`config.mk`:
```
export PLATFORM = sky130hd
export DESIGN_NAME = bmhpq_out
export DESIGN_NICKNAME = d
export VERILOG_FILES = /design/src/sv/binary_min_heap_priority_queue_top_assert.svh /design/src/sv/bmhpq_pkg.sv /design/src/sv/bmhpq_out.sv
export SDC_FILE = /design/constraint.sdc
export NUM_CORES = 1
export LEC_CHECK = 0
export BUFFER_PORTS_ARGS = -buffer_cell sky130_fd_sc_hd__buf_4
export CORE_MARGIN = 2
export CORE_UTILIZATION = 40
export CTS_BUF_LIST = sky130_fd_sc_hd__clkbuf_16
export DETAILED_ROUTE_END_ITERATION = 8
export HOLD_SLACK_MARGIN = 0.08
export PLACE_DENSITY = 0.78
export SLEW_MARGIN = 30
export SYNTH_ARGS = -nofsm -noshare
export SYNTH_HDL_FRONTEND = slang
export SYNTH_SLANG_ARGS = --single-unit
```
`constraint.sdc`:
```
create_clock -name aclk -period 1.7 [get_ports aclk]
set_input_delay 0.17 -clock aclk [delete_from_list [all_inputs] [get_ports aclk]]
set_output_delay 0.17 -clock aclk [all_outputs]
set_load 0.02 [all_outputs]
```
`src/sv/binary_min_heap_priority_queue_top_assert.svh`:
```
// Assertion macros used by the priority queue sequencer.
`ifndef BINARY_MIN_HEAP_PRIORITY_QUEUE_TOP_ASSERT_SVH
`define BINARY_MIN_HEAP_PRIORITY_QUEUE_TOP_ASSERT_SVH

// Same-cycle implication: when ante holds, cons must hold on that edge.
`define BMHPQ_ASSERT_IMPLY(name, clk, rstn, ante, cons) \
    name: assert property (@(posedge clk) disable iff (!rstn) (ante) |-> (cons)) \
        else $error("bmhpq: same-cycle check failed");

// Next-cycle implication: when ante holds, cons must hold on the next edge.
`define BMHPQ_ASSERT_NEXT(name, clk, rstn, ante, cons) \
    name: assert property (@(posedge clk) disable iff (!rstn) (ante) |=> (cons)) \
        else $error("bmhpq: next-cycle check failed");

`endif

```
`src/sv/bmhpq_pkg.sv`:
```
// Types, codes and the rank compare of the heap priority queue.
`timescale 1ns / 1ps
`default_nettype none
package bmhpq_pkg;

    // Operation codes carried on s_tuser
    localparam logic [1:0] OP_INSERT  = 2'd0;
    localparam logic [1:0] OP_EXTRACT = 2'd1;
    localparam logic [1:0] OP_CLEAR   = 2'd2;

    // Status codes carried on m_tuser
    localparam logic [1:0] ST_OK    = 2'd0;
    localparam logic [1:0] ST_FULL  = 2'd1;
    localparam logic [1:0] ST_EMPTY = 2'd2;

    localparam logic [1:0] CLASS_LOWEST = 2'd3;

    // Class first so that the top 34 bits form the rank key
    typedef struct packed {
        logic [1:0]  cls;
        logic [11:0] year;
        logic [3:0]  month;
        logic [4:0]  day;
        logic [4:0]  hour;
        logic [5:0]  minute;
        logic [15:0] tag;
    } entry_t;

    typedef struct packed {
        logic [1:0] status;
        entry_t     entry;
        logic [7:0] count;
    } result_t;

    // Returned whenever no entry is extracted
    localparam entry_t DEFAULT_ENTRY = '{
        cls:    2'd3,
        year:   12'd2024,
        month:  4'd1,
        day:    5'd1,
        hour:   5'd0,
        minute: 6'd0,
        tag:    16'd0
    };

    // Strict rank compare: lower class, then earlier timestamp
    function automatic logic key_less(entry_t a, entry_t b);
        return {a.cls, a.year, a.month, a.day, a.hour, a.minute} <
               {b.cls, b.year, b.month, b.day, b.hour, b.minute};
    endfunction

endpackage
`default_nettype wire

```
`src/sv/bmhpq_out.sv`:
```
// Result register: holds one finished word until the consumer takes it.
`timescale 1ns / 1ps
`default_nettype none
module bmhpq_out
    import bmhpq_pkg::*;
(
    input  wire logic    aclk,
    input  wire logic    aresetn,
    input  wire logic    in_valid,
    output logic         in_ready,
    input  wire result_t in_data,
    output logic         out_valid,
    input  wire logic    out_ready,
    output result_t      out_data
);

    logic    valid_reg;
    result_t data_reg;

    // Free when empty or being drained this cycle
    assign in_ready = !valid_reg || out_ready;

    always_ff @(posedge aclk) begin
        if (!aresetn) begin
            valid_reg <= 1'b0;
        end else if (in_ready) begin
            valid_reg <= in_valid;
        end
    end

    // Load a new word
    always_ff @(posedge aclk) begin
        if (in_ready && in_valid) begin
            data_reg <= in_data;
        end
    end

    assign out_valid = valid_reg;
    assign out_data  = data_reg;

endmodule
`default_nettype wire

```
==> impl_metrics.toml, run 1 <==
[run_status]
outcome = "finished, final reports clean"

[synth]
synth_most_common_cell = "edfxtp_1"
yosysTopAreaCellShare_pct = 96.9
synth_cell_type_count = 6
synth_area_um2 = 1860
synth-edff-count = 60
yosys_warnings = 0
ys_ff_latch = 61
yosysSeqAreaShare_pct = 98.0
syn_inst = 65
synth_area_leaders = "edfxtp_1 (97%), dfxtp_1 (1.1%), nand2b_4 (0.74%), a21boi_2 (0.61%), and2_4 (0.47%)"
avgSynthCellArea_um2 = 28.6
synth_nets = 129
yosysTopAreaCell = "edfxtp_1"
ys.flop_type = "edfxtp_1"
async_flop_share_pct = 0

[timing]
period_needed_ns = 1.29
fin_skew_ns = 0.00584
worst_hold_slack_ns = 0.144
fin_tns_setup_ns = 0
setup_viol = 0
rsz0062_at_grt = "false"
slew_headroom_pct = 80.8
fin_ws_ns = 0.407
tightest_slew_ns = 0.289
fmax_mhz = 773
finalMaxSlewViolations = 0
hold_viol_final = 0
period_share_pct = 76.1

[power_and_ir_drop]
vdd_drop_max_v = 0.000871
pwr-share-comb_pct = 13.3
power.leakage_nw = 1.62
intPower_mw = 3.17
p_sw_share_pct = 21.8
p_sw_mw = 0.885
power_frac_clock_pct = 42.5
finalPower_mw = 4.05
power.density_nw_per_um2 = 1070
p_seq_share_pct = 44.3

[min_path]
hp-start = "aresetn"
hold_class = "input pin to flop"

[cts]
cts_hold_buf = 60
clockRootBuffer = "clkbuf_16"
cts_tree = "yes"
clock_latency_ns = 0.32
post_cts_buffers = 0
cts_sinks = 61
cts_buffers = 9
h-tree-depth = 3
clkTransAtPathRegs_ns = 0.05
clockBufferDepth = 2
ctsResizeCount = 0

[placed_design]
port_buffers = 125
gp_congestion = 0.690
dp_hpwl_mm = 3.23
dp_slack_ns = 0.431

[worst_setup_path]
path_max_fanout = 23
critical_path_required_ns = 1.72
r2r_start = "out_valid$_SDFFE_PN0P_"
path_class = "flop to flop"
worstPathArrival_ns = 1.31
cp-start-kind = "flop"
crit_path_start = "out_valid$_SDFFE_PN0P_"
cp-end-kind = "flop"

[route]
vias = 1474
firstDrtPassIters = 4
avgViaCountPerCell = 4.61
drt_iter0_drc = 75
wl_per_cell_um = 19.6
routed_wl_mm = 6.27
drtAntennaViolNets = 0
drc = 0

[global_routing]
grt_pass1_vias = 1747
grt_max_degree = 24
grt_pass1_wl_mm = 9.28
grt_usage_pct = 25.5
antenna_found_initial = 0
grt_overflow_total = 0

[die]
start_util_pct = 42.1
die_w_um = 72.2
ioPinCount = 126
num_rows = 24
coreArea_um2 = 4410
die_h_um = 72.2
die_area_um2 = 5210

[cells_and_area]
diodes = 0
multi_input_area_um2 = 33.8
fin_util_pct = 85.7
nets = 327
layout-drive-gt1-share_pct = 53.4
nFillCells = 186
area_delta_synth_final_pct = 104
seq_area_um2 = 1820

[job]
drv_cap = 0
power groups by stage:
stage	clock network, mW	registers, mW	logic, mW
finish	1.72	1.79	0.538
global route	1.79	1.80	0.562
CTS	1.70	1.79	0.524
detailed placement	0	1.81	0.412
global placement	0	1.81	0.403
floorplan	0	1.93	0.0339
placed cells by master, fill, tap and decap left out:
master and instances:
and2_4 1, clkbuf_16 9, dfxtp_1 1, inv_1 1, a21boi_2 1, buf_4 125
nand2b_4 1, dlygate4sd3_1 60, bufinv_16 1, buf_12 2, clkinv_2 3, clkinv_1 3
edfxtp_1 60
through the flow:
stage | std cells | instance area [µm²]
2_1_floorplan | 65 | 1860
3_3_place_gp | 244 | 2900
3_5_place_dp | 244 | 2900
4_1_cts | 320 | 3780
5_1_grt | 320 | 3780
6_report | 320 | 3780
critical path, cell delays in order, from the launching register on:
cell,delay [ns]
dfxtp_1,0.34
nand2b_4,0.10
and2_4,0.33
buf_12,0.22
sequential cells by signal, indices dropped and copies added, names as in the netlist:
register / count
out_valid: 1
out_data: 60
path summary, 6_finish.rpt:
kind / endpoint / slack [ns] / depth (start not counted)
hold reg to reg: out_valid$_SDFFE_PN0P_ / 0.56 / 2
setup / recovery: out_data[19]$_DFFE_PP_ / 0.41 / 3
hold / removal: out_valid$_SDFFE_PN0P_ / 0.14 / 2
setup reg to reg: out_data[19]$_DFFE_PP_ / 0.41 / 3
area by class of cell:
class                      count  share of cell area (%)
sequential                    61                    48.1
clock inverter                 7                    1.49
clock buffer                   9                    5.95
tap                           52                    1.72
multi-input combinational      3                   0.893
timing repair buffer         187                    41.7
inverter                       1                  0.0992
layer usage:
layer	vias to the layer above	track usage [%]	share of wire [%]
li1	660	-	-
met1	702	27.6	37
met2	94	42.9	51
met3	18	10.8	9.2
met4	0	12.6	2.9
met5	-	0	0
cell families after synthesis:
logic type | Yosys count | synth area share (%)
AO/OA/AOI/OAI | 1 | 0.606
buffers and inverters | 1 | 0.202
flip-flops | 61 | 98.0
AND/OR/NAND/NOR | 2 | 1.21
Note: power is estimated with default switching activity, not from simulation.
==> run 2, diff against run 1 <==
clock period = 1.3 ns   (was 1.7 ns; I/O delays follow)
==> impl_metrics.toml, run 2 (synthesis gave the netlist of run 1 again) <==
[global_routing]
grt_pass1_vias = 1706
grt_pass1_wl_mm = 9.52
antenna_found_initial = 0
grt_usage_pct = 27.0
grt_overflow_total = 0
grt_max_degree = 32

[cts]
ctsResizeCount = 0
h-tree-depth = 3
cts_buffers = 9
clock_latency_ns = 0.32
cts_sinks = 61
clkTransAtPathRegs_ns = 0.05
cts_tree = "yes"
post_cts_buffers = 0
clockBufferDepth = 2
clockRootBuffer = "clkbuf_16"

[power_and_ir_drop]
p_seq_share_pct = 42.5
power_frac_clock_pct = 44.5
intPower_mw = 4.34
vdd_drop_max_v = 0.000984
p_sw_mw = 1.18
power.leakage_nw = 1.63
p_sw_share_pct = 21.4
power.density_nw_per_um2 = 1440
pwr-share-comb_pct = 12.9

[job]
drv_cap = 0

[route]
routed_wl_mm = 6.68
firstDrtPassIters = 4
avgViaCountPerCell = 4.75
drtAntennaViolNets = 0
wl_per_cell_um = 20.8
drc = 0
wl_met2_mm = 3.44
topRoutingLayerUsed = "met4"
wl_met3_um = 701
drt_iter0_drc = 107
vias = 1525
m1WireLength_mm = 2.43

[die]
start_util_pct = 42.1
num_rows = 24
die_w_um = 72.2
die_h_um = 72.2
die_area_um2 = 5210
coreArea_um2 = 4410
ioPinCount = 126

[min_path]
hp-start = "in_valid"
hold_class = "input pin to flop"
min_to = "out_valid$_SDFFE_PN0P_"
holdPathStages = 3

[worst_setup_path]
r2r_cells = 3
r2r_start = "out_valid$_SDFFE_PN0P_"
path_max_fanout = 31
path_class = "flop to flop"
cp-end-kind = "flop"
cp-start-kind = "flop"
r2r_end = "out_data[57]$_DFFE_PP_"
critical_path_required_ns = 1.31
worstPathArrival_ns = 1.14
r2r_setup_slack_ns = 0.18

[timing]
period_needed_ns = 1.12
hold_viol_final = 0
period_share_pct = 86.4
tightest_slew_ns = 0.167
slew_headroom_pct = 88.8
finalMaxSlewViolations = 0
fmax_mhz = 890
fin_skew_ns = 0.00572
worst_hold_slack_ns = 0.111
setup_viol = 0
rsz0062_at_grt = "false"

[cells_and_area]
fin_util_pct = 86.6
most-common-layout-cells = "buf_4 (125), dlygate4sd3_1 (61), edfxtp_1 (60), clkbuf_16 (9), clkinv_1 (4)"
largest_register_ffs = 60
fin_cells = 321
area_delta_synth_final_pct = 106
layout-drive-gt1-share_pct = 53.2
finalInstanceArea_um2 = 3820
diodes = 0
nets = 328
final_common_cell = "buf_4"

[placed_design]
place_inst = 244
port_buffers = 125
placed_area_um2 = 2910
gp_congestion = 0.715

[run_status]
outcome = "finished, final reports clean"
## run 2: cell types whose count changed in the layout (fill, tap and decap cells not counted), sizes merged
cell,delta
bufinv,+1
clkinv,-1
dlygate4sd3,+1
## run 2: layer usage
| layer | track usage [%] | vias up |
|---|---|---|
| met2 | 46.1 | 110 |
| li1 | - | 658 |
| met1 | 29.1 | 750 |
| met4 | 10.7 | 0 |
| met3 | 12.4 | 7 |
| met5 | 0 | - |
## run 2: final cells by class
| class | count | area (µm²) |
|---|---|---|
| fillers | 171 | 592 |
| well taps | 52 | 65.1 |
| multi-input cells | 3 | 33.8 |
| inverters | 1 | 3.75 |
| clock inverters | 7 | 80.1 |
| repair buffers | 188 | 1590 |
| flip-flops and latches | 61 | 1830 |
| clock buffers | 9 | 225 |
## run 2: what timing repair did
| item | in CTS | in global routing |
|---|---|---|
| hold buffers | 62 | 0 |
| setup endpoints to repair | 0 | 1 |
| hold endpoints to repair | 61 | 0 |
## run 2: how the worst max path moves through the flow
stage / start / endpoint / slack, ns / depth (start not counted)
floorplan: out_valid$_SDFFE_PN0P_ / out_data[0]$_DFFE_PP_ / -0.08 / 2
global placement: out_valid$_SDFFE_PN0P_ / out_data[57]$_DFFE_PP_ / 0.23 / 3
detailed placement: out_valid$_SDFFE_PN0P_ / out_data[8]$_DFFE_PP_ / 0.20 / 3
CTS: aresetn / out_valid$_SDFFE_PN0P_ / 0.04 / 4
global route: out_valid$_SDFFE_PN0P_ / out_data[4]$_DFFE_PP_ / 0.15 / 3
finish: out_valid$_SDFFE_PN0P_ / out_data[57]$_DFFE_PP_ / 0.18 / 3
## run 2: stage by stage
stage                     setup TNS (ns)  total power [mW]  worst slack, ns
after floorplan                    -4.81              2.56          -0.0802
after global placement                 0              2.90            0.228
after detailed placement               0              2.91            0.200
after CTS                              0              5.47           0.0371
after global routing                   0              5.63            0.152
final                                  0              5.52            0.177
## run 2: power by group through the flow
stage	clock, mW	combinational (mW)	sequential [mW]
final	2.46	0.714	2.35
after global routing	2.54	0.743	2.35
after CTS	2.44	0.693	2.34
after detailed placement	0	0.541	2.37
after global placement	0	0.527	2.37
after floorplan	0	0.0444	2.52
## run 2: worst max-delay path, cell delays in order, from the launching register on
cell and delay, ns:
dfxtp_4 0.35, nand2b_4 0.08, and2_4 0.18, buf_12 0.21
==> run 3, diff against run 2 <==
PLACE_DENSITY = 0.79   (was 0.78)
REMOVE_ABC_BUFFERS = 1   (was not set)
==> impl_metrics.toml, run 3 (synthesis gave the netlist of run 1 again) <==
[run_status]
outcome = "finished, final reports clean"

[cts]
clock_latency_ns = 0.33
clkTransAtPathRegs_ns = 0.05
cts_tree = "yes"
ctsResizeCount = 0
post_cts_buffers = 0
cts_hold_buf = 61
clockBufferDepth = 2
cts_buffers = 9
clockRootBuffer = "clkbuf_16"
h-tree-depth = 3
cts_sinks = 61

[cells_and_area]
layout-drive-gt1-share_pct = 53.7
final_common_cell = "buf_4"
most-common-layout-cells = "buf_4 (125), dlygate4sd3_1 (61), edfxtp_1 (60), clkbuf_16 (9), clkinv_2 (3)"
finalInstanceArea_um2 = 3790
nets = 328
area_delta_synth_final_pct = 104
largest_register_ffs = 60
fin_cells = 320
diodes = 0

[job]
drv_cap = 0

[worst_setup_path]
cp_slowest_cell = "dfxtp_1"
cp-end-kind = "flop"
cp-start-kind = "flop"
path_class = "flop to flop"
crit_path_max_incr_delay_ns = 0.33
path_max_fanout = 37
worstPathArrival_ns = 1.16
r2r_end = "out_data[51]$_DFFE_PP_"
r2r_setup_slack_ns = 0.15
crit_chain = "nand2b_4 > and2_4 > buf_12"
r2r_cells = 3
critical_path_required_ns = 1.32
r2r_start = "out_valid$_SDFFE_PN0P_"

[global_routing]
antenna_found_initial = 0
grt_pass1_wl_mm = 9.57
grt_usage_pct = 27.5
grt_max_degree = 38
grt_overflow_total = 0
grt_pass1_vias = 1683

[placed_design]
gp_congestion = 0.713
place_inst = 244
port_buffers = 125
placed_area_um2 = 2900
dp_hpwl_mm = 3.23

[route]
avgViaCountPerCell = 4.68
drtAntennaViolNets = 0
firstDrtPassIters = 4
drc = 0
vias = 1499
wl_per_cell_um = 20.9
routed_wl_mm = 6.69
drt_iter0_drc = 118

[die]
num_rows = 24
die_area_um2 = 5210
coreArea_um2 = 4410
ioPinCount = 126
die_h_um = 72.2
start_util_pct = 42.1
die_w_um = 72.2

[timing]
hold_viol_final = 0
tightest_slew_ns = 0.203
rsz0062_at_grt = "false"
worst_hold_slack_ns = 0.122
slew_headroom_pct = 86.5
setup_viol = 0
fmax_mhz = 870
fin_skew_ns = 0.00420
period_share_pct = 88.4
period_needed_ns = 1.15
finalMaxSlewViolations = 0

[min_path]
hold_class = "input pin to flop"
hp-start = "out_ready"
holdPathStages = 3
min_to = "out_valid$_SDFFE_PN0P_"

[power_and_ir_drop]
finalPower_mw = 5.34
power.density_nw_per_um2 = 1410
vdd_drop_max_v = 0.000942
power.leakage_nw = 1.63
==> run 3: cell count changes in the layout (fill, tap and decap cells not counted), sizes merged <==
cell	change
bufinv	-1
clkinv	-2
clkinvlp	+1
inv	+1
==> run 3: final cells by class <==
cell class / count / area (µm²)
clock buffer: 9 / 225
multi-input combinational: 3 / 33.8
sequential: 61 / 1820
fill: 176 / 619
clock inverter: 6 / 56.3
tap: 52 / 65.1
timing repair buffer: 188 / 1590
inverter: 1 / 3.75
==> run 3: worst max-delay path: cells and delay by family (launching register included) <==
kind	cells	cell delay, ns
flip-flops	1	0.33
buffers and inverters	1	0.22
AND/OR/NAND/NOR	2	0.27
==> run 3: per-layer routing <==
| layer | up-vias | share of wire, % | track usage [%] |
|---|---|---|---|
| met3 | 11 | 10 | 13.8 |
| met4 | 0 | 1.9 | 11.9 |
| met1 | 725 | 36 | 30.0 |
| met2 | 102 | 52 | 45.4 |
| li1 | 661 | - | - |
| met5 | - | 0 | 0 |
==> run 3: worst max-delay path by stage <==
stage / cells past startpoint / end / start / slack (ns)
floorplan: 2 / out_data[0]$_DFFE_PP_ / out_valid$_SDFFE_PN0P_ / -0.13
detailed placement: 3 / out_data[34]$_DFFE_PP_ / out_valid$_SDFFE_PN0P_ / 0.18
finish: 3 / out_data[51]$_DFFE_PP_ / out_valid$_SDFFE_PN0P_ / 0.15
CTS: 3 / out_data[7]$_DFFE_PP_ / out_valid$_SDFFE_PN0P_ / 0.17
global route: 3 / out_data[46]$_DFFE_PP_ / out_valid$_SDFFE_PN0P_ / 0.12
global placement: 3 / out_data[32]$_DFFE_PP_ / out_valid$_SDFFE_PN0P_ / 0.20
==> run 3: metrics by stage <==
step                worst slack, ns  setup TNS (ns)  util, %
floorplan                    -0.135           -8.08        -
global placement              0.204               0     65.8
detailed placement            0.178               0     65.8
CTS                           0.169               0     86.0
global route                  0.119               0     86.0
finish                        0.150               0     86.0
==> run 3: report_power, final <==
group	internal, mW	switching, mW
clock	1.45	0.827
combinational	0.391	0.319
sequential	2.30	0.0442
total	4.15	1.19
