**config.mk**
```make
export PLATFORM = sky130hd
export DESIGN_NAME = bmhpq_ctrl
export DESIGN_NICKNAME = d
export VERILOG_FILES = /design/src/sv/bmhpq_pkg.sv /design/src/sv/bmhpq_ctrl.sv
export VERILOG_INCLUDE_DIRS = /design/src /design/src/sv
export SDC_FILE = /design/constraint.sdc
export NUM_CORES = 1
export LEC_CHECK = 0
export BUFFER_PORTS_ARGS = -buffer_cell sky130_fd_sc_hd__buf_2
export CAP_MARGIN = 20
export CELL_PAD_IN_SITES_DETAIL_PLACEMENT = 1
export CELL_PAD_IN_SITES_GLOBAL_PLACEMENT = 1
export CORE_AREA = 5 5 127 220
export CTS_CLUSTER_DIAMETER = 150
export DETAILED_ROUTE_END_ITERATION = 10
export DIE_AREA = 0 0 132 225
export PLACE_DENSITY_LB_ADDON = 0.1
export SYNTH_ARGS = -nofsm -noshare
export SYNTH_HDL_FRONTEND = slang
export SYNTH_SLANG_ARGS = --single-unit
```
**constraint.sdc**
```tcl
create_clock -name aclk -period 4.4 [get_ports aclk]
set_input_delay 0.66 -clock aclk [delete_from_list [all_inputs] [get_ports aclk]]
set_output_delay 0.66 -clock aclk [all_outputs]
set_load 0.01 [all_outputs]
```
**src/sv/binary_min_heap_priority_queue_top_assert.svh**
```systemverilog
// Assertion macros used by the priority queue sequencer.
`ifndef BINARY_MIN_HEAP_PRIORITY_QUEUE_TOP_ASSERT_SVH
`define BINARY_MIN_HEAP_PRIORITY_QUEUE_TOP_ASSERT_SVH

// Same-cycle implication: when ante holds, cons must hold on that edge.
`define BMHPQ_ASSERT_IMPLY(name, clk, rstn, ante, cons) \
    name: assert property (@(posedge clk) disable iff (!rstn) (ante) |-> (cons)) \
        else $error("bmhpq: same-cycle check failed");

// Next-cycle implication: when ante holds, cons must hold on the next edge.
`define BMHPQ_ASSERT_NEXT(name, clk, rstn, ante, cons) \
    name: assert property (@(posedge clk) disable iff (!rstn) (ante) |=> (cons)) \
        else $error("bmhpq: next-cycle check failed");

`endif

```
**src/sv/bmhpq_pkg.sv**
```systemverilog
// Types, codes and the rank compare of the heap priority queue.
`timescale 1ns / 1ps
`default_nettype none
package bmhpq_pkg;

    // Operation codes carried on s_tuser
    localparam logic [1:0] OP_INSERT  = 2'd0;
    localparam logic [1:0] OP_EXTRACT = 2'd1;
    localparam logic [1:0] OP_CLEAR   = 2'd2;

    // Status codes carried on m_tuser
    localparam logic [1:0] ST_OK    = 2'd0;
    localparam logic [1:0] ST_FULL  = 2'd1;
    localparam logic [1:0] ST_EMPTY = 2'd2;

    localparam logic [1:0] CLASS_LOWEST = 2'd3;

    // Class first so that the top 34 bits form the rank key
    typedef struct packed {
        logic [1:0]  cls;
        logic [11:0] year;
        logic [3:0]  month;
        logic [4:0]  day;
        logic [4:0]  hour;
        logic [5:0]  minute;
        logic [15:0] tag;
    } entry_t;

    typedef struct packed {
        logic [1:0] status;
        entry_t     entry;
        logic [7:0] count;
    } result_t;

    // Returned whenever no entry is extracted
    localparam entry_t DEFAULT_ENTRY = '{
        cls:    2'd3,
        year:   12'd2024,
        month:  4'd1,
        day:    5'd1,
        hour:   5'd0,
        minute: 6'd0,
        tag:    16'd0
    };

    // Strict rank compare: lower class, then earlier timestamp
    function automatic logic key_less(entry_t a, entry_t b);
        return {a.cls, a.year, a.month, a.day, a.hour, a.minute} <
               {b.cls, b.year, b.month, b.day, b.hour, b.minute};
    endfunction

endpackage
`default_nettype wire

```
**src/sv/bmhpq_ctrl.sv**
```systemverilog
// Sift sequencer: decodes operations and walks the heap through the store.
`timescale 1ns / 1ps
`default_nettype none
`include "binary_min_heap_priority_queue_top_assert.svh"
module bmhpq_ctrl
    import bmhpq_pkg::*;
#(
    parameter int CAPACITY = 128,
    parameter int AW       = 7,
    parameter int CW       = 8
) (
    input  wire logic          aclk,
    input  wire logic          aresetn,
    // operation in
    input  wire logic          in_valid,
    output logic               in_ready,
    input  wire logic [1:0]    in_op,
    input  wire entry_t        in_entry,
    // result out
    output logic               res_valid,
    input  wire logic          res_ready,
    output result_t            res_data,
    // store access
    output logic               mem_we,
    output logic [AW-1:0]      mem_waddr,
    output entry_t             mem_wdata,
    output logic               mem_re,
    output logic [AW-1:0]      mem_raddr,
    input  wire entry_t        mem_rdata
);

    localparam logic [3:0] S_IDLE    = 4'd0;
    localparam logic [3:0] S_UP_CHK  = 4'd1;
    localparam logic [3:0] S_UP_CMP  = 4'd2;
    localparam logic [3:0] S_EX_ROOT = 4'd3;
    localparam logic [3:0] S_EX_LAST = 4'd4;
    localparam logic [3:0] S_EX_LOAD = 4'd5;
    localparam logic [3:0] S_DN_L    = 4'd6;
    localparam logic [3:0] S_DN_LC   = 4'd7;
    localparam logic [3:0] S_DN_RC   = 4'd8;
    localparam logic [3:0] S_DONE    = 4'd9;

    localparam int IW = AW + 2;

    logic [3:0]    state_reg, state_next;
    logic [CW-1:0] count_reg, count_next;
    logic [AW-1:0] pos_reg, pos_next;
    entry_t        move_reg, move_next;
    entry_t        best_reg, best_next;
    logic [AW-1:0] best_idx_reg, best_idx_next;
    logic          best_child_reg, best_child_next;
    logic [1:0]    status_reg, status_next;
    entry_t        out_reg, out_next;

    logic [AW-1:0] parent;
    logic [IW-1:0] lc_idx, rc_idx, n_ext;
    logic          in_fire, full;
    entry_t        fixed_entry;

    // Resolve step shared by both child compares
    logic          resolve;
    entry_t        sel_entry;
    logic [AW-1:0] sel_idx;
    logic          sel_child;
    logic          lc_less, rc_less;

    assign in_ready = (state_reg == S_IDLE);
    assign in_fire  = in_valid && in_ready;
    assign full     = (count_reg >= CW'(CAPACITY));
    assign parent   = (pos_reg - AW'(1)) >> 1;
    assign lc_idx   = {1'b0, pos_reg, 1'b1};
    assign rc_idx   = {1'b0, pos_reg, 1'b0} + IW'(2);
    assign n_ext    = IW'(count_reg);
    assign lc_less  = key_less(mem_rdata, move_reg);
    assign rc_less  = key_less(mem_rdata, best_reg);

    // Class zero is stored as the lowest class
    always_comb begin
        fixed_entry = in_entry;
        if (in_entry.cls == 2'd0) begin
            fixed_entry.cls = CLASS_LOWEST;
        end
    end

    // Next-state and store access
    always_comb begin
        state_next      = state_reg;
        count_next      = count_reg;
        pos_next        = pos_reg;
        move_next       = move_reg;
        best_next       = best_reg;
        best_idx_next   = best_idx_reg;
        best_child_next = best_child_reg;
        status_next     = status_reg;
        out_next        = out_reg;
        mem_we          = 1'b0;
        mem_waddr       = pos_reg;
        mem_wdata       = move_reg;
        mem_re          = 1'b0;
        mem_raddr       = '0;
        resolve         = 1'b0;
        sel_entry       = move_reg;
        sel_idx         = pos_reg;
        sel_child       = 1'b0;

        unique case (state_reg)
            S_IDLE: begin
                if (in_fire) begin
                    status_next = ST_OK;
                    out_next    = DEFAULT_ENTRY;
                    state_next  = S_DONE;
                    unique case (in_op)
                        OP_INSERT: begin
                            if (full) begin
                                status_next = ST_FULL;
                            end else begin
                                move_next  = fixed_entry;
                                pos_next   = count_reg[AW-1:0];
                                count_next = count_reg + CW'(1);
                                state_next = S_UP_CHK;
                            end
                        end
                        OP_EXTRACT: begin
                            if (count_reg == '0) begin
                                status_next = ST_EMPTY;
                            end else begin
                                mem_re     = 1'b1;
                                mem_raddr  = '0;
                                state_next = S_EX_ROOT;
                            end
                        end
                        OP_CLEAR: begin
                            count_next = '0;
                        end
                        default: begin
                            state_next = S_DONE;
                        end
                    endcase
                end
            end
            // Hole walks up: fetch parent unless at root
            S_UP_CHK: begin
                if (pos_reg == '0) begin
                    mem_we     = 1'b1;
                    state_next = S_DONE;
                end else begin
                    mem_re     = 1'b1;
                    mem_raddr  = parent;
                    state_next = S_UP_CMP;
                end
            end
            // Move parent down while the new entry strictly outranks it
            S_UP_CMP: begin
                mem_we = 1'b1;
                if (key_less(move_reg, mem_rdata)) begin
                    mem_wdata  = mem_rdata;
                    pos_next   = parent;
                    state_next = S_UP_CHK;
                end else begin
                    state_next = S_DONE;
                end
            end
            // Root word is on the read port; hold it and fetch the last entry
            S_EX_ROOT: begin
                out_next   = mem_rdata;
                mem_re     = 1'b1;
                mem_raddr  = AW'(count_reg - CW'(1));
                state_next = S_EX_LAST;
            end
            S_EX_LAST: begin
                state_next = S_EX_LOAD;
            end
            S_EX_LOAD: begin
                move_next  = mem_rdata;
                count_next = count_reg - CW'(1);
                pos_next   = '0;
                state_next = S_DN_L;
            end
            // Fetch left child if present, else settle here
            S_DN_L: begin
                if (lc_idx < n_ext) begin
                    mem_re     = 1'b1;
                    mem_raddr  = lc_idx[AW-1:0];
                    state_next = S_DN_LC;
                end else begin
                    mem_we     = 1'b1;
                    state_next = S_DONE;
                end
            end
            S_DN_LC: begin
                best_next       = lc_less ? mem_rdata : move_reg;
                best_idx_next   = lc_idx[AW-1:0];
                best_child_next = lc_less;
                if (rc_idx < n_ext) begin
                    mem_re     = 1'b1;
                    mem_raddr  = rc_idx[AW-1:0];
                    state_next = S_DN_RC;
                end else begin
                    resolve   = 1'b1;
                    sel_entry = best_next;
                    sel_idx   = best_idx_next;
                    sel_child = lc_less;
                end
            end
            S_DN_RC: begin
                resolve   = 1'b1;
                sel_entry = rc_less ? mem_rdata : best_reg;
                sel_idx   = rc_less ? rc_idx[AW-1:0] : best_idx_reg;
                sel_child = rc_less || best_child_reg;
            end
            S_DONE: begin
                if (res_ready) begin
                    state_next = S_IDLE;
                end
            end
            default: begin
                state_next = S_IDLE;
            end
        endcase

        // Pull the winning child up, or drop the moving entry in the hole
        if (resolve) begin
            mem_we = 1'b1;
            if (sel_child) begin
                mem_wdata  = sel_entry;
                pos_next   = sel_idx;
                state_next = S_DN_L;
            end else begin
                state_next = S_DONE;
            end
        end
    end

    // Control state
    always_ff @(posedge aclk) begin
        if (!aresetn) begin
            state_reg <= S_IDLE;
            count_reg <= '0;
        end else begin
            state_reg <= state_next;
            count_reg <= count_next;
        end
    end

    // Working registers
    always_ff @(posedge aclk) begin
        pos_reg        <= pos_next;
        move_reg       <= move_next;
        best_reg       <= best_next;
        best_idx_reg   <= best_idx_next;
        best_child_reg <= best_child_next;
        status_reg     <= status_next;
        out_reg        <= out_next;
    end

    assign res_valid       = (state_reg == S_DONE);
    assign res_data.status = status_reg;
    assign res_data.entry  = out_reg;
    assign res_data.count  = 8'(count_reg);

    `BMHPQ_ASSERT_IMPLY(a_count_bound, aclk, aresetn, 1'b1, count_reg <= CW'(CAPACITY))
    `BMHPQ_ASSERT_IMPLY(a_no_write_idle, aclk, aresetn, state_reg == S_IDLE, !mem_we)
    `BMHPQ_ASSERT_IMPLY(a_read_in_heap, aclk, aresetn, mem_re, CW'(mem_raddr) < count_reg)
    `BMHPQ_ASSERT_NEXT(a_busy_after_accept, aclk, aresetn, in_fire, state_reg != S_IDLE)

endmodule
`default_nettype wire

```
==> qor_table.md, run 1 <==
| Stage | Result | Value |
|---|---|---|
| synth | Most used flip-flop cell after synthesis | sky130_fd_sc_hd__edfxtp_1 |
| synth | Average cell area after synthesis | 9.82 sq um |
| timing | Upper clock frequency limit | 220 MHz |
| grt | Pin count of the biggest net entering global routing | 84 |
| synth | Share of the yosys chip area belonging to registers | 0.475 |
| cts | Number of clock sinks | 178 |
| timing | Minimum setup slack in the final design | -0.148 ns |
| setup path | Endpoint of the worst register-to-register path | best_reg[7] |
| power and ir drop | Static leakage | 6.60 nW |
| layout | Most common cell after layout, fill and taps aside | sky130_fd_sc_hd__buf_2 |
| setup path | Crit Reg-Reg Startpoint | move_reg[24] |
| placement | I/O Buffers | 233 |
| cts | Clock input transition at the sequential cells of the worst setup and hold paths | 0.07 ns |
| route | WL final | 42.4 mm |
| timing | Period minus WS final | 4.55 ns |
| setup path | Required time at the worst-slack endpoint | 3.74 ns |
| die | Die Span Y | 225 um |
| grt | Aggregate global routing overflow | 0 |
| grt | Global-route wire length before repair | 63.9 mm |
| route | Detail Route Antenna Nets | 0 |
| job | Number of max-capacitance violations reported | 0 |
| timing | Worst slack on hold paths | 0.469 ns |
| synth | Number of synthesized flops with an enable pin | 166 |
| synth | Leading post-synthesis cells by cell area | sky130_fd_sc_hd__edfxtp_1 45%, sky130_fd_sc_hd__ha_1 9.7%, sky130_fd_sc_hd__nand2_1 5.8%, sky130_fd_sc_hd__a221o_1 3.3%, sky130_fd_sc_hd__inv_1 3.1% |
| synth | Yosys synthesis warning count | 0 |
| cts | Worst-Skew Late Latency | 0.45 ns |
| min path | Classification of the worst-slack hold path | primary input to flip-flop |
| die | Std cell rows | 78 |
| setup path | Critical path class | flip-flop to output port |
| cts | CTS tree | yes |
| setup path | Worst Setup SP | mem_waddr[0] |
| route | Via count normalized by instance count | 5.75 |
| synth | Number of standard cells after synthesis | 1121 |
| timing | Final number of hold-violating endpoints | 0 |
| die | Initial cell density of the core | 0.426 |
| placement | Post-detailed-placement cell area | 0.0136 sq mm |
| timing | RSZ-0062 raised after global routing | true |
| layout | Fraction of final layout cells with drive strength greater than 1 | 0.334 |
| setup path | Largest fanout on the critical path | 6 |
| outcome | Violated checks | negative setup slack |
| synth | Summed instance area of the synthesized netlist | 0.0110 sq mm |
| timing | Final clock period utilization by the worst path | 1.03 |
| timing | Final Max Slew Viols | 0 |
| timing | Largest clock skew in the final design | 0.0105 ns |
| cts | Buffer levels on the longest clock path | 2 |
| power and ir drop | Maximum resistive drop on vdd | 311 uV |
| route | Via count | 10602 |
| synth | Number of library cell types mapped by synthesis | 72 |
| placement | HPWL Detailed | 29.9 mm |
| cts | Total clock buffers created by CTS | 17 |
| synth | Post-synth top area share | 0.453 |
| grt | Global routing usage summed across all routing layers | 0.277 |
| cts | Root Buffer | sky130_fd_sc_hd__clkbuf_16 |
| outcome | Status | finished with violations |
| die | Die W | 132 um |
| min path | Number of cells on the worst hold path | 3 |
| route | Detail-routed net length per standard cell | 23.0 um |
| timing | Endpoints failing setup | 40 |
| setup path | Data arrival time of the critical path | 3.89 ns |
| setup path | Type of origin of the critical path | flip-flop |
| cts | H-tree levels | 4 |
| power and ir drop | Power per Cell Area | 548 mW/mm^2 |
| setup path | Cell count of the worst reg-to-reg path | 11 |
| route | Number of design rule violations left after detail routing | 0 |
| die | Area of the core | 0.0259 sq mm |
| die | DIE AREA | 0.0297 sq mm |
| timing | Worst slew pin tran | 1.02 ns |
| grt | Via count of the first global-routing pass | 11562 |
| layout | Most used cells in the layout excluding fill and tap cells | 231 x sky130_fd_sc_hd__buf_2, 173 x sky130_fd_sc_hd__buf_4, 168 x sky130_fd_sc_hd__nand2_1 |
| layout | Cell area after layout | 0.0148 sq mm |
| placement | Global placement routability congestion | 0.903 |
| synth | Proportion of register bits with asynchronous set or reset after synthesis | 0 |
| power and ir drop | Overall power after layout | 0.00812 W |
| layout | Total number of nets in the final design | 1701 |
| min path | Source of the worst hold timing path | in_entry[11] |
| route | Number of iterations in the first detailed-routing pass | 8 |
| setup path | Type of element capturing the critical path | output port |
| layout | Synthesis-to-finish area growth | 34.6% |
| synth | Flip-flop and latch count after synthesis | 178 |
| timing | Worst max-slew margin expressed relative to the limit | 0.321 |
| min path | Hold Path End | move_reg[11] |
| die | I/O pin count | 234 |
| synth | Dominant cell type by area after synthesis | sky130_fd_sc_hd__edfxtp_1 |
| route | Violation count after the first detailed-route iteration | 530 |
| grt | Antenna violations before repair | 2 |
| setup path | Worst setup slack for register-to-register paths | 0.84 ns |
layer usage:
metal	up-vias	share of wire	track usage
li1	4898	-	-
met1	5281	0.35	0.276
met2	308	0.56	0.539
met3	115	0.041	0.0474
met4	0	0.050	0.143
met5	-	0	0
synthesized netlist by cell type (all sizes together) (5+ instances only):
library cell and number:
and3 5, buf 24, o211ai 6, and2 19, nor2 64, edfxtp 166, a21o 21, o21a 8
dfxtp 12, o22ai 5, mux2 20, a211oi 10, inv 95, ha 85, a22o 19, or2 5
nand2b 6, nand3 15, clkbuf 40, nand4 16, xnor2 11, nand2 169, a21oi 44, o21ai 92
nor3 52, a221o 36, o221ai 5, xor2 5
power breakdown:
part	leakage, nW	internal [W]	switching [W]
clock network	0.273	0.000784	0.000713
registers	1.61	0.00231	0.000188
logic	4.72	0.00176	0.00236
total	6.60	0.00485	0.00326
layout make-up:
class,count,area (sq um)
clock buffer,17,425
antenna,2,5.00
timing repair buffer,427,2860
clock inverter,15,133
multi-input combinational,791,5420
sequential,178,5230
inverter,95,357
fill,3041,11000
tap,320,400
cell families (layout without fill, tap and decap cells):
kind of cell	Yosys count	in the layout	share of synthesized area
other	1	9	0.000341
flip-flops	178	178	0.475
multiplexers	24	24	0.0241
AND/OR/NAND/NOR	368	369	0.151
adder cells (fa/ha/maj)	85	85	0.0966
AO/OA/AOI/OAI	290	290	0.182
buffers and inverters	159	554	0.0587
XOR/XNOR	16	16	0.0127
how the worst max path moves through the flow:
stage,end,slack [ns],cells after the start
floorplan,mem_wdata[45],0.38,11
global placement,mem_wdata[2],-0.49,13
detailed placement,mem_wdata[12],-0.58,13
CTS,mem_wdata[1],-0.10,17
global route,mem_wdata[1],-0.23,17
finish,mem_wdata[0],-0.15,17
through the flow:
stage / utilization / cells / TNS [ns] / worst slack, ns
2_1_floorplan: - / 1127 / 0 / 0.384
3_3_place_gp: 0.526 / 1779 / -20.28 / -0.494
5_1_grt: 0.573 / 1844 / -8.30 / -0.234
6_report: 0.573 / 1845 / -3.84 / -0.148
3_5_place_dp: 0.526 / 1779 / -23.32 / -0.583
4_1_cts: 0.566 / 1835 / -3.16 / -0.102
repair_timing:
| action | CTS | global route |
|---|---|---|
| buffers inserted | 19 | 8 |
| cloned | 5 | 1 |
| resized for setup | 34 | 22 |
| hold buffers | 0 | 0 |
| pin swaps | 33 | 20 |
| endpoints found under the setup margin | 51 | 50 |
critical path, stage by stage, from the launching register on:
cell and delay (ns):
sky130_fd_sc_hd__edfxtp_1 0.47, sky130_fd_sc_hd__ha_2 0.25, sky130_fd_sc_hd__nand3_2 0.10, sky130_fd_sc_hd__xor2_2 0.19, sky130_fd_sc_hd__inv_2 0.09, sky130_fd_sc_hd__ha_4 0.16, sky130_fd_sc_hd__a211o_1 0.32, sky130_fd_sc_hd__o221ai_2 0.16
sky130_fd_sc_hd__a21oi_2 0.08, sky130_fd_sc_hd__o211ai_1 0.27, sky130_fd_sc_hd__a21oi_2 0.07, sky130_fd_sc_hd__buf_4 0.15, sky130_fd_sc_hd__a211o_4 0.30, sky130_fd_sc_hd__buf_12 0.15, sky130_fd_sc_hd__buf_12 0.13, sky130_fd_sc_hd__a22o_1 0.25
sky130_fd_sc_hd__a21o_1 0.16, sky130_fd_sc_hd__buf_2 0.13
Note: power is estimated with default switching activity, not from simulation.
==> run 2, diff against run 1 <==
- PLACE_DENSITY_LB_ADDON: 0.1 -> 0.05
==> run 2 against run 1 <==
Compared with the run above: largest power group unchanged; setup slack improved by 0.15 ns; fmax grew 3.4%; sequential share of layout area up 2.8 points; largest cell class unchanged; wire length down 6.3%; the flow still finishes with violations (negative setup slack).
==> qor_table.md, run 2 (synthesis results as in run 1) <==
| Stage | Result | Value |
|---|---|---|
| outcome | Status | finished with violations |
| outcome | Violated checks | negative setup slack |
| setup path | Crit Reg-Reg Startpoint | mem_waddr[0] |
| layout | Most used cells in the layout excluding fill and tap cells | 233 x sky130_fd_sc_hd__buf_2, 168 x sky130_fd_sc_hd__nand2_1, 166 x sky130_fd_sc_hd__edfxtp_1 |
| timing | Worst slack on hold paths | 0.472 ns |
| setup path | Largest fanout on the critical path | 7 |
| job | Number of max-capacitance violations reported | 0 |
| die | Area of the core | 0.0259 sq mm |
| timing | Final clock period utilization by the worst path | 1.00 |
| grt | Global-route wire length before repair | 60.2 mm |
| cts | Total clock buffers created by CTS | 17 |
| die | Die W | 132 um |
| setup path | Cell breakdown of the critical path | buf_6 -> buf_8 -> nand3_4 -> xnor2_1 -> ha_1 -> a211o_1 -> o221ai_2 -> a21oi_2 -> o211ai_1 -> a21oi_2 -> a211o_1 -> nor2_4 -> buf_12 -> buf_12 -> a221o_1 -> buf_2 |
| placement | HPWL Detailed | 28.6 mm |
| route | Number of design rule violations left after detail routing | 0 |
| power and ir drop | Maximum resistive drop on vdd | 407 uV |
| placement | Global placement routability congestion | 0.916 |
| die | Initial cell density of the core | 0.426 |
| grt | Antenna violations before repair | 4 |
| setup path | Data arrival time of the critical path | 3.74 ns |
| timing | Upper clock frequency limit | 227 MHz |
| min path | Number of cells on the worst hold path | 3 |
| setup path | Cell count of the worst reg-to-reg path | 14 |
| grt | Aggregate global routing overflow | 0 |
| setup path | Type of element capturing the critical path | output port |
| layout | Most common cell after layout, fill and taps aside | sky130_fd_sc_hd__buf_2 |
| setup path | Highest cell delay on the worst timing path | 0.47 ns |
| timing | Worst slew pin tran | 0.947 ns |
| route | Detail-routed net length per standard cell | 23.3 um |
| layout | Synthesis-to-finish area growth | 24.6% |
| timing | RSZ-0062 raised after global routing | true |
| grt | Global routing usage summed across all routing layers | 0.261 |
| grt | Via count of the first global-routing pass | 10665 |
| route | Via count normalized by instance count | 5.81 |
| route | Via count | 9933 |
| die | Std cell rows | 78 |
| setup path | Max stage delay cell, worst path | sky130_fd_sc_hd__edfxtp_1 |
| timing | Final number of hold-violating endpoints | 0 |
| cts | Number of clock sinks | 178 |
| timing | Worst max-slew margin expressed relative to the limit | 0.369 |
| route | Detail Route Antenna Nets | 0 |
| die | DIE AREA | 0.0297 sq mm |
| cts | Buffer levels on the longest clock path | 2 |
| timing | Largest clock skew in the final design | 0.0121 ns |
| cts | Root Buffer | sky130_fd_sc_hd__clkbuf_16 |
| timing | Minimum setup slack in the final design | -0.000283 ns |
| timing | Final Max Slew Viols | 0 |
| die | Die Span Y | 225 um |
| min path | Source of the worst hold timing path | in_entry[12] |
| timing | Endpoints failing setup | 1 |
| cts | CTS tree | yes |
| setup path | Required time at the worst-slack endpoint | 3.74 ns |
| setup path | Kind of cell with the highest combined delay on the critical path | compound AO/OA/AOI/OAI gates |
| layout | Final std cells w/o fill | 1710 |
| grt | Pin count of the biggest net entering global routing | 84 |
| setup path | Type of origin of the critical path | flip-flop |
| layout | Fraction of final layout cells with drive strength greater than 1 | 0.262 |
| setup path | Number of buffers and inverters on the critical path | 5 |
| cts | Worst-Skew Late Latency | 0.46 ns |
| setup path | Critical path class | flip-flop to output port |
| power and ir drop | Static leakage | 5.95 nW |
| min path | Hold Path End | move_reg[12] |
| placement | Cell total after placement | 1658 |
| min path | Classification of the worst-slack hold path | primary input to flip-flop |
| route | Violation count after the first detailed-route iteration | 510 |
| cts | Clock input transition at the sequential cells of the worst setup and hold paths | 0.06 ns |
| route | WL final | 39.8 mm |
| setup path | Worst setup slack for register-to-register paths | 1.01 ns |
| setup path | Endpoint of the worst register-to-register path | mem_waddr[0] |
| die | I/O pin count | 234 |
| route | Number of iterations in the first detailed-routing pass | 7 |
| cts | H-tree levels | 4 |
| power and ir drop | Power per Cell Area | 574 mW/mm^2 |
| placement | I/O Buffers | 233 |
| timing | Period minus WS final | 4.40 ns |
| layout | Total number of nets in the final design | 1566 |
==> run 2: worst max-delay path by stage <==
stage,startpoint,end,slack [ns],depth (start not counted)
3_3_place_gp,mem_rdata[48],mem_wdata[19],-0.05,14
5_1_grt,mem_waddr[0],mem_wdata[18],-0.14,16
4_1_cts,mem_waddr[0],mem_wdata[41],0.007,16
6_report,mem_waddr[0],mem_wdata[21],-0.0003,16
3_5_place_dp,mem_rdata[48],mem_wdata[18],-0.04,14
2_1_floorplan,state_reg[0],mem_wdata[45],0.38,11
==> run 2: what timing repair did <==
action | 4_1_cts | 5_1_grt
setup endpoints to repair | 51 | 50
hold buffers | 0 | 0
resized for setup | 20 | 10
setup buffers | 12 | 3
pin swaps | 12 | 23
cloned | 2 | 2
==> run 2: report_power, final <==
part / total, W / switching [W] / internal, W
combinational: 0.00373 / 0.00221 / 0.00152
clock: 0.00162 / 0.000671 / 0.000948
sequential: 0.00252 / 0.000204 / 0.00232
total: 0.00787 / 0.00309 / 0.00478
==> run 2: routing by layer <==
metal	vias up	share of wire	global-route usage
li1	4623	-	-
met1	4960	0.36	0.271
met2	272	0.56	0.507
met3	74	0.039	0.0404
met4	4	0.036	0.118
met5	-	0.00085	0
==> run 2: metrics by stage <==
step | instance area (sq um) | util | setup slack (ns) | setup TNS, ns | power, W
CTS | 13600 | 0.526 | 0.00686 | 0 | 0.00783
global placement | 12800 | 0.493 | -0.0455 | -0.594 | 0.00592
finish | 13700 | 0.530 | -0.000283 | -0.000283 | 0.00787
detailed placement | 12800 | 0.493 | -0.0370 | -0.283 | 0.00599
floorplan | 11000 | - | 0.384 | 0 | 0.00454
global route | 13700 | 0.530 | -0.142 | -4.86 | 0.00828
==> run 2: layout make-up <==
type / instances / area [sq um]
Antenna cell: 2 / 5.00
Inverter: 95 / 357
Timing Repair Buffer: 293 / 1810
Multi-Input combinational cell: 790 / 5320
Tap cell: 320 / 400
Sequential cell: 178 / 5230
Clock buffer: 22 / 444
Fill cell: 2985 / 12100
Clock inverter: 10 / 158
==> run 2: worst min-delay path, cell delays in order <==
cell and delay, ns:
sky130_fd_sc_hd__buf_2 0.07, sky130_fd_sc_hd__nand2_1 0.04, sky130_fd_sc_hd__nand2_1 0.05
==> run 3, diff against run 2 <==
--- a/constraint.sdc
+++ b/constraint.sdc
@@ -3,2 +3,2 @@
 set_output_delay 0.66 -clock aclk [all_outputs]
-set_load 0.01 [all_outputs]
+set_load 0.1 [all_outputs]
==> run 3 against run 2 <==
Compared with the run above: the flow still finishes with violations (negative setup slack); via count grew 3.7%; clock skew decreased by 0.0027 ns; die area did not move; largest cell class unchanged.
==> qor_table.md, run 3 (synthesis results as in run 1) <==
| Stage | Result | Value |
|---|---|---|
| outcome | Status | finished with violations |
| outcome | Violated checks | negative setup slack |
| timing | Minimum setup slack in the final design | -0.0258 ns |
| cts | Total clock buffers created by CTS | 17 |
| setup path | Max stage delay cell, worst path | sky130_fd_sc_hd__or4_4 |
| cts | Total of hold buffers inserted after clock tree synthesis | 0 |
| power and ir drop | Static leakage | 6.57 nW |
| layout | Synthesis-to-finish area growth | 41.0% |
| power and ir drop | Power per Cell Area | 807 mW/mm^2 |
| setup path | Cell breakdown of the critical path | ha_4 -> nand4_1 -> or4_4 -> or3_4 -> o211ai_1 -> a21oi_2 -> a211o_1 -> nor2_4 -> buf_6 -> clkbuf_16 -> a221o_4 -> buf_12 |
| timing | RSZ-0062 raised after global routing | true |
| setup path | Largest fanout on the critical path | 8 |
| timing | Final clock period utilization by the worst path | 1.01 |
| timing | Final Max Slew Viols | 0 |
| timing | Endpoints failing setup | 16 |
| grt | Global-route wire length before repair | 63.0 mm |
| route | Detail-routed net length per standard cell | 23.6 um |
| die | Die Span Y | 225 um |
| cts | CTS tree | yes |
| timing | Upper clock frequency limit | 226 MHz |
| cts | Worst-Skew Late Latency | 0.45 ns |
| die | Area of the core | 0.0259 sq mm |
| placement | HPWL Detailed | 29.4 mm |
| setup path | Type of origin of the critical path | flip-flop |
| die | Initial cell density of the core | 0.426 |
| cts | Clock input transition at the sequential cells of the worst setup and hold paths | 0.07 ns |
| setup path | Data arrival time of the critical path | 3.77 ns |
| layout | Fraction of final layout cells with drive strength greater than 1 | 0.333 |
| route | Via count normalized by instance count | 5.84 |
| layout | Most used cells in the layout excluding fill and tap cells | 181 x sky130_fd_sc_hd__buf_2, 168 x sky130_fd_sc_hd__nand2_1, 166 x sky130_fd_sc_hd__edfxtp_1 |
| cts | Buffer levels on the longest clock path | 2 |
| die | Std cell rows | 78 |
| grt | Global routing usage summed across all routing layers | 0.270 |
| route | Number of iterations in the first detailed-routing pass | 5 |
| setup path | Number of buffers and inverters on the critical path | 3 |
| timing | Worst slack on hold paths | 0.470 ns |
| placement | Global placement routability congestion | 0.927 |
| timing | Final number of hold-violating endpoints | 0 |
| setup path | Required time at the worst-slack endpoint | 3.74 ns |
| setup path | Type of element capturing the critical path | output port |
| power and ir drop | Maximum resistive drop on vdd | 711 uV |
| cts | Number of clock sinks | 178 |
| min path | Classification of the worst-slack hold path | primary input to flip-flop |
| layout | Final std cells w/o fill | 1764 |
| placement | Cell total after placement | 1694 |
| route | WL final | 41.7 mm |
| layout | Total number of nets in the final design | 1621 |
| setup path | Kind of cell with the highest combined delay on the critical path | simple AND/OR/NAND/NOR gates |
| job | Number of max-capacitance violations reported | 0 |
| timing | Largest clock skew in the final design | 0.00938 ns |
| timing | Period minus WS final | 4.43 ns |
| timing | Worst slew pin tran | 1.03 ns |
| die | I/O pin count | 234 |
| die | Die W | 132 um |
| grt | Aggregate global routing overflow | 0 |
| cts | H-tree levels | 4 |
| die | DIE AREA | 0.0297 sq mm |
| setup path | Critical path class | flip-flop to output port |
| layout | Most common cell after layout, fill and taps aside | sky130_fd_sc_hd__buf_2 |
| cts | Root Buffer | sky130_fd_sc_hd__clkbuf_16 |
| grt | Via count of the first global-routing pass | 11410 |
| route | Violation count after the first detailed-route iteration | 592 |
| timing | Sum of negative setup slack | -0.193 ns |
| route | Number of design rule violations left after detail routing | 0 |
| route | Detail Route Antenna Nets | 0 |
| grt | Antenna violations before repair | 2 |
| setup path | Highest cell delay on the worst timing path | 0.55 ns |
| route | Via count | 10300 |
| grt | Pin count of the biggest net entering global routing | 84 |
| layout | Number of fill cells in the layout | 2823 |
| placement | I/O Buffers | 233 |
| timing | Worst max-slew margin expressed relative to the limit | 0.313 |
[run 3: cell types whose count changed in the layout (fill, tap and decap cells not counted), sizes merged]
cell / previous run / this run
clkinv: 3 / 4
bufinv: 4 / 6
clkinvlp: 2 / 0
diode: 2 / 1
buf: 291 / 345
[run 3: timing repair]
action	in CTS	in global routing
buffers inserted	17	18
gates cloned	0	3
endpoints found under the setup margin	55	53
pin swaps	3	22
resized for setup	15	26
[run 3: worst register-to-register path: cells and delay by family, from the launching register on]
kind	cells	cell delay [ns]
AND/OR/NAND/NOR	2	0.21
AO/OA/AOI/OAI	3	0.71
adder cells (fa/ha/maj)	1	0.33
buffers and inverters	6	1.34
flip-flops	1	0.40
multiplexers	1	0.50
[run 3: power breakdown]
group          switching, W  total [W]  internal (W)  leakage, nW
Clock              0.000677    0.00174       0.00106        0.317
Combinational       0.00570    0.00825       0.00255         4.64
Sequential         0.000220    0.00253       0.00231         1.61
[run 3: cell type report]
| class | instances | area [sq um] | share of cell area |
|---|---|---|---|
| clock inverter | 11 | 208 | 0.0134 |
| tap | 320 | 400 | 0.0258 |
| clock buffer | 21 | 440 | 0.0284 |
| timing repair buffer | 348 | 2970 | 0.191 |
| antenna | 1 | 2.50 | 0.000161 |
| inverter | 95 | 357 | 0.0230 |
| sequential | 178 | 5230 | 0.337 |
| multi-input combinational | 790 | 5910 | 0.381 |
[run 3: stage by stage]
stage	util	cell area [sq um]	setup WS, ns	total power [W]
6_report	0.600	15500	-0.0258	0.0125
5_1_grt	0.600	15500	-0.109	0.0130
4_1_cts	0.586	15200	-0.00666	0.0123
3_5_place_dp	0.553	14300	-0.0951	0.0105
3_3_place_gp	0.553	14300	-0.0337	0.0104
2_1_floorplan	-	11600	-0.740	0.00821
[run 3: per-layer routing]
layer	vias up	global-route usage	share of wire
met3	93	0.0456	0.042
li1	4742	-	-
met5	-	0	0.00017
met1	5153	0.280	0.36
met4	2	0.125	0.041
met2	310	0.520	0.56
[run 3: path summary, 6_finish.rpt]
| path | start | slack (ns) | end | cells past startpoint |
|---|---|---|---|---|
| min reg2reg | move_reg[7] | 0.60 | best_reg[7] | 1 |
| max reg2reg | move_reg[24] | 0.67 | best_reg[6] | 13 |
| min | in_entry[13] | 0.47 | move_reg[13] | 3 |
| max | move_reg[23] | -0.03 | mem_wdata[24] | 12 |
